$ cat config.mk
export PLATFORM = sky130hd
export DESIGN_NAME = pid3_merge
export DESIGN_NICKNAME = d
export VERILOG_FILES = /design/src/rtl/pid3_pkg.sv /design/src/rtl/pid3_merge.sv
export SDC_FILE = /design/constraint.sdc
export NUM_CORES = 1
export LEC_CHECK = 0
export BUFFER_PORTS_ARGS = -buffer_cell sky130_fd_sc_hd__clkbuf_2
export CORE_MARGIN = 2
export CORE_UTILIZATION = 36
export CTS_CLUSTER_DIAMETER = 120
export DETAILED_ROUTE_END_ITERATION = 8
export HOLD_SLACK_MARGIN = 0.02
export PLACE_DENSITY = 0.71
export SLEW_MARGIN = 20
export SYNTH_ARGS = -nofsm -noshare
export SYNTH_HDL_FRONTEND = slang
export SYNTH_SLANG_ARGS = --single-unit
$ cat constraint.sdc
create_clock -name clk_i -period 4.91 [get_ports clk_i]
set_clock_uncertainty 0.2 [all_clocks]
set_input_delay 0.982 -clock clk_i [delete_from_list [all_inputs] [get_ports clk_i]]
set_output_delay 0.982 -clock clk_i [all_outputs]
set_load 0.005 [all_outputs]
$ cat src/rtl/pid3_pkg.sv
package pid3_pkg;

  localparam int ANGLE_BITS    = 16;
  localparam int INTEGRAL_BITS = 32;
  localparam int DERIV_BITS    = 40;

  // raw error before saturation: roll/pitch sum of two commands minus sensed angle, yaw wrapped heading difference
  localparam int RAW_W = 18;

  localparam int NUM_AXES = 3;
  localparam int GAIN_W   = 48;
  localparam int DRIVE_W  = 16;

  // heading wrap constants, Q4.12
  localparam logic signed [RAW_W-1:0] Q_PI     = 18'sd12868;
  localparam logic signed [RAW_W-1:0] Q_TWO_PI = 18'sd25736;

  // configuration register indexes
  localparam logic [1:0] REG_GAINS_ROLL  = 2'd0;
  localparam logic [1:0] REG_GAINS_PITCH = 2'd1;
  localparam logic [1:0] REG_GAINS_YAW   = 2'd2;

  // axis lanes
  localparam int AX_ROLL  = 0;
  localparam int AX_PITCH = 1;
  localparam int AX_YAW   = 2;

  typedef struct packed {
    logic start;
    logic clear;
    logic ack;
  } lane_ctrl_t;

  typedef struct packed {
    logic                      done;
    logic signed [DRIVE_W-1:0] drive;
  } lane_stat_t;

endpackage

$ cat src/rtl/pid3_merge.sv
module pid3_merge import pid3_pkg::*; (
  input  logic                          clk_i,
  input  logic                          rst_ni,
  input  lane_stat_t                    stat_i [NUM_AXES],
  output logic                          ack_o,
  output logic                          m_axis_tvalid,
  input  logic                          m_axis_tready,
  output logic [NUM_AXES*DRIVE_W-1:0]   m_axis_tdata
);

  logic                        valid_q;
  logic [NUM_AXES*DRIVE_W-1:0] data_q;
  logic                        all_done;

  assign all_done = stat_i[AX_ROLL].done & stat_i[AX_PITCH].done & stat_i[AX_YAW].done;
  assign ack_o    = all_done && (!valid_q || m_axis_tready);

  always_ff @(posedge clk_i or negedge rst_ni) begin
    if (!rst_ni) begin
      valid_q <= 1'b0;
    end else if (ack_o) begin
      valid_q <= 1'b1;
    end else if (m_axis_tready) begin
      valid_q <= 1'b0;
    end
  end

  always_ff @(posedge clk_i) begin
    if (ack_o) begin
      data_q <= {stat_i[AX_YAW].drive, stat_i[AX_PITCH].drive, stat_i[AX_ROLL].drive};
    end
  end

  assign m_axis_tvalid = valid_q;
  assign m_axis_tdata  = data_q;

endmodule

==> impl_metrics.toml, run 1 <==
[final_layout]
layout-drive-gt1-share = 0.687
area.growth.synth_to_final_pct = 46.8
final_core_util = 0.551
final_nets = 219
finalNonFillerCells = 216
fill_cells = 337
antenna_cells = 0

[synthesis]
ys_ff_latch = 49
avgSynthCellArea_um2 = 27.8
synth_top_area_frac = 0.960
synth_area_leaders = "edfxtp_1 (96%), dfrtp_1 (1.7%), nand3_2 (0.67%)"
ys_warn_count = 0
synthesis.area_um2 = 1500
synth.distinct_cells = 6
yosysSeqAreaShare = 0.977
synth_nets = 108
synth_top_area_cell = "edfxtp_1"
syn_inst = 54

[floorplanning]
placementRows = 23
fp.coreArea_um2 = 4000
start_util = 0.375
die_w_um = 68.6
die_h_um = 68.6
num_io_pins = 104
fp.dieArea_um2 = 4700

[setup_path]
regToRegSetupSlack_ns = 3.27
cp.buffers_inverters = 2
critPathCaptureType = "output pin"
cp-startpoint = "stat_i[16]"
worst-path-max-fanout = 2
startpoint_type = "input pin"
crit_slowest_cell = "a21oi_4"
reg2reg_to = "m_axis_tdata[33]"
path_depth = 4
worstSetupPathType = "input pin to output pin"
cp_common_cell = "clkbuf_2"
crit_chain = "clkbuf_2 -> nand3_2 -> a21oi_4 -> clkbuf_2"
reg2reg_depth = 2
crit_path_end = "ack_o"
arrival_ns = 1.44
r2r-start = "m_axis_tvalid"
critical_path.top_delay_family = "buffers and inverters"
crit_required_ns = 3.73
crit_path_max_incr_delay_ns = 0.13

[sta]
setup_violations = 0
holdWs_ns = 0.246
period_share = 0.534
timing.final.crit_period_ns = 2.62
fin_ws_ns = 2.29
rsz0062_at_grt = "false"
drv_slew = 0
hold_violations = 0
tns_ns = 0
max_slew.worst_pin.slew_ns = 0.571
clock.fmax_ghz = 0.381
relSlewSlack = 0.619

[drt]
ant_nets = 0
drc = 0
drtPass1Iterations = 4
wl_mm = 2.77
drt-initial-drc-count = 20
vias = 904
avgRoutedWirePerCell_um = 12.8
viasPerCell = 4.19

[place]
dp_cells = 208
portBuffers = 103
routabilityCongestion = 0.690
post-place-ws_ns = 2.29

[clock_tree]
cts_tree = "done"
clock_latency_ns = 0.29
htreeDepth = 2
cts_inserted_buffers = 5
cts_resized = 0
postCtsSetupBuffers = 0
clock-sinks = 49
cts-root-buf = "clkbuf_8"
cts_hold_buf = 0
clk_pin_slew_ns = 0.08
clk_path_buf_depth = 2

[run]
cap_violations = 0

[pwr]
vdd.ir_drop.worst_mv = 0.224
powerDensity_nw_per_um2 = 358
leakagePower_nw = 0.955

[global_route]
grt_pass1_wl_mm = 4.04
grt_pass1_vias = 931
grt_max_degree = 49
grt.total_usage = 0.126
grt_antenna_before_repair = 0
grt_overflow_total = 0

[run_status]
run_status = "finished clean"

[worst_hold_path]
hp-class = "input pin to async pin"
placed cells by master, fill, tap and decap left out:
cell type	n
clkinvlp_4	1
edfxtp_1	48
bufinv_16	1
inv_1	2
nand3_2	1
buf_4	1
clkbuf_8	5
a21oi_4	1
clkinv_1	1
o21ai_2	1
dfrtp_1	1
clkbuf_2	103
power by group:
group | leakage, nW | switching, mW | internal [mW] | total, mW
combinational | 0.450 | 0.0184 | 0.0231 | 0.0416
sequential | 0.453 | 0.00350 | 0.473 | 0.477
clock | 0.0518 | 0.122 | 0.150 | 0.271
how the worst min path moves through the flow:
stage	end	start
after floorplan	m_axis_tvalid	m_axis_tvalid
after global placement	m_axis_tvalid	m_axis_tvalid
after detailed placement	m_axis_tvalid	m_axis_tvalid
after CTS	m_axis_tvalid	rst_ni
after global routing	m_axis_tvalid	rst_ni
final	m_axis_tvalid	rst_ni
through the flow:
step                      instance area (um^2)  power, mW
final                                     2200      0.790
after global routing                      2200      0.825
after CTS                                 2200      0.801
after detailed placement                  2090      0.529
after global placement                    2090      0.527
after floorplan                           1500      0.495
synth_stat cells, drive strengths merged:
library cell	number
a21oi	1
dfrtp	1
edfxtp	48
inv	2
nand3	1
o21ai	1
layer usage:
| layer | routed length, um | GRT usage | up-vias |
|---|---|---|---|
| li1 | - | - | 433 |
| met3 | 467 | 0.0974 | 2 |
| met1 | 834 | 0.111 | 405 |
| met2 | 1460 | 0.210 | 64 |
| met5 | 0 | 0 | - |
| met4 | 11 | 0.0525 | 0 |
registers in the layout, summed over array words and instances (netlist names):
| register | count |
|---|---|
| m_axis_tvalid | 1 |
| m_axis_tdata | 48 |
logic make-up after synthesis:
logic type / count (synthesis) / share of synthesized area
AO/OA/AOI/OAI: 2 / 0.0117
flip-flops: 49 / 0.977
buffers and inverters: 2 / 0.00500
AND/OR/NAND/NOR: 1 / 0.00667
cell type report:
type	instances	area, um^2	share of cell area
clock buffers	5	68.8	0.0312
inverters	2	7.51	0.00341
clock inverters	3	41.3	0.0187
repair buffers	104	523	0.237
flip-flops and latches	49	1470	0.665
well taps	50	62.6	0.0284
multi-input cells	3	35.0	0.0159
Power figures use the tool's default switching activity.
==> run 2, diff against run 1 <==
clock period = 2.6 ns   (was 4.91 ns; I/O delays follow)
==> impl_metrics.toml, run 2 (synthesis gave the netlist of run 1 again) <==
[final_layout]
finalNonFillerCells = 218
final_core_util = 0.561
multi_input_area_um2 = 35.0
mostFrequentLayoutCell = "clkbuf_2"
final_nets = 221
fill_cells = 332
seq_area_um2 = 1470
layout-drive-gt1-share = 0.690
final_cell_mix = "clkbuf_2 (103), edfxtp_1 (48), clkbuf_8 (5)"
antenna_cells = 0
area.growth.synth_to_final_pct = 49.6
largest_reg_flops = 48

[floorplanning]
start_util = 0.375
placementRows = 23
die_w_um = 68.6
fp.dieArea_um2 = 4700
die_h_um = 68.6
num_io_pins = 104
fp.coreArea_um2 = 4000

[setup_path]
crit_chain = "a21oi_4 -> clkbuf_2"
reg2reg_depth = 2
crit_required_ns = 1.88
arrival_ns = 1.03
cp-startpoint = "m_axis_tvalid"
reg2reg_to = "m_axis_tdata[47]"
critPathCaptureType = "output pin"
worst-path-max-fanout = 3
crit_slowest_cell = "dfrtp_1"
critical_path.top_delay_family = "flip-flops"
cp.buffers_inverters = 1
crit_path_max_incr_delay_ns = 0.44
worstSetupPathType = "register to output pin"
startpoint_type = "register"
r2r-start = "m_axis_tvalid"
regToRegSetupSlack_ns = 1.09

[global_route]
grt_overflow_total = 0
grt_util_met2 = 0.230
grt_max_degree = 31
grt.busiest_layer = "met2"
grt_antenna_before_repair = 0
use_met1 = 0.130
grt_pass1_wl_mm = 4.28
grt.total_usage = 0.133
grt.met3_usage = 0.0747
grt_pass1_vias = 941

[clock_tree]
cts_tree = "done"
cts_hold_buf = 1
clk_path_buf_depth = 2
clk_pin_slew_ns = 0.08
cts_resized = 0
cts_inserted_buffers = 5
htreeDepth = 2
cts-root-buf = "clkbuf_8"
postCtsSetupBuffers = 0
clock-sinks = 49
clock_latency_ns = 0.29

[sta]
drv_slew = 0
clock.fmax_ghz = 0.571
max_slew.worst_pin.slew_ns = 0.361
period_share = 0.674
relSlewSlack = 0.760
timing.final.crit_period_ns = 1.75
holdWs_ns = 0.196
hold_violations = 0
setup_violations = 0
rsz0062_at_grt = "false"
tns_ns = 0

[place]
routabilityCongestion = 0.679
dp_cells = 209
portBuffers = 103
dpl.hpwl_mm = 2.29

[worst_hold_path]
holdPathEnd = "m_axis_tdata[32]"
min_from = "stat_i[0]"
hp-class = "input pin to register"
hold_depth = 1

[run_status]
run_status = "finished clean"

[drt]
avgRoutedWirePerCell_um = 13.7
ant_nets = 0
drtPass1Iterations = 4
drc = 0
drt-initial-drc-count = 16
viasPerCell = 4.22
wl_mm = 2.98
vias = 920

[pwr]
vdd.ir_drop.worst_mv = 0.373
leakagePower_nw = 0.981
powerDensity_nw_per_um2 = 713

[run]
cap_violations = 0
## run 2: metrics by stage
| stage | area (um^2) | power (mW) | setup slack (ns) |
|---|---|---|---|
| floorplan | 1510 | 0.935 | 0.398 |
| global placement | 2100 | 0.997 | 0.836 |
| detailed placement | 2100 | 1.00 | 0.784 |
| CTS | 2250 | 1.63 | 0.822 |
| global route | 2250 | 1.66 | 0.780 |
| finish | 2250 | 1.60 | 0.847 |
## run 2: report_power, final
part,switching [mW],internal [mW],leakage (nW)
logic,0.0362,0.0455,0.460
clock network,0.238,0.382,0.0681
registers,0.00721,0.894,0.453
total,0.281,1.32,0.981
## run 2: area by class of cell
cell class | count | area share
sequential | 49 | 0.653
timing repair buffer | 106 | 0.241
clock buffer | 5 | 0.0306
clock inverter | 3 | 0.0290
tap | 50 | 0.0279
multi-input combinational | 3 | 0.0156
inverter | 2 | 0.00334
## run 2: worst max path at each step
| stage | endpoint | slack (ns) | depth (start not counted) |
|---|---|---|---|
| detailed placement | m_axis_tdata[18] | 0.78 | 4 |
| floorplan | ack_o | 0.40 | 2 |
| CTS | ack_o | 0.82 | 2 |
| global placement | m_axis_tdata[0] | 0.84 | 4 |
| finish | ack_o | 0.85 | 2 |
| global route | ack_o | 0.78 | 2 |
## run 2: per-layer routing
layer | vias up | wire length, um
met1 | 413 | 970
li1 | 439 | -
met2 | 66 | 1610
met5 | - | 0
met3 | 2 | 389
met4 | 0 | 12
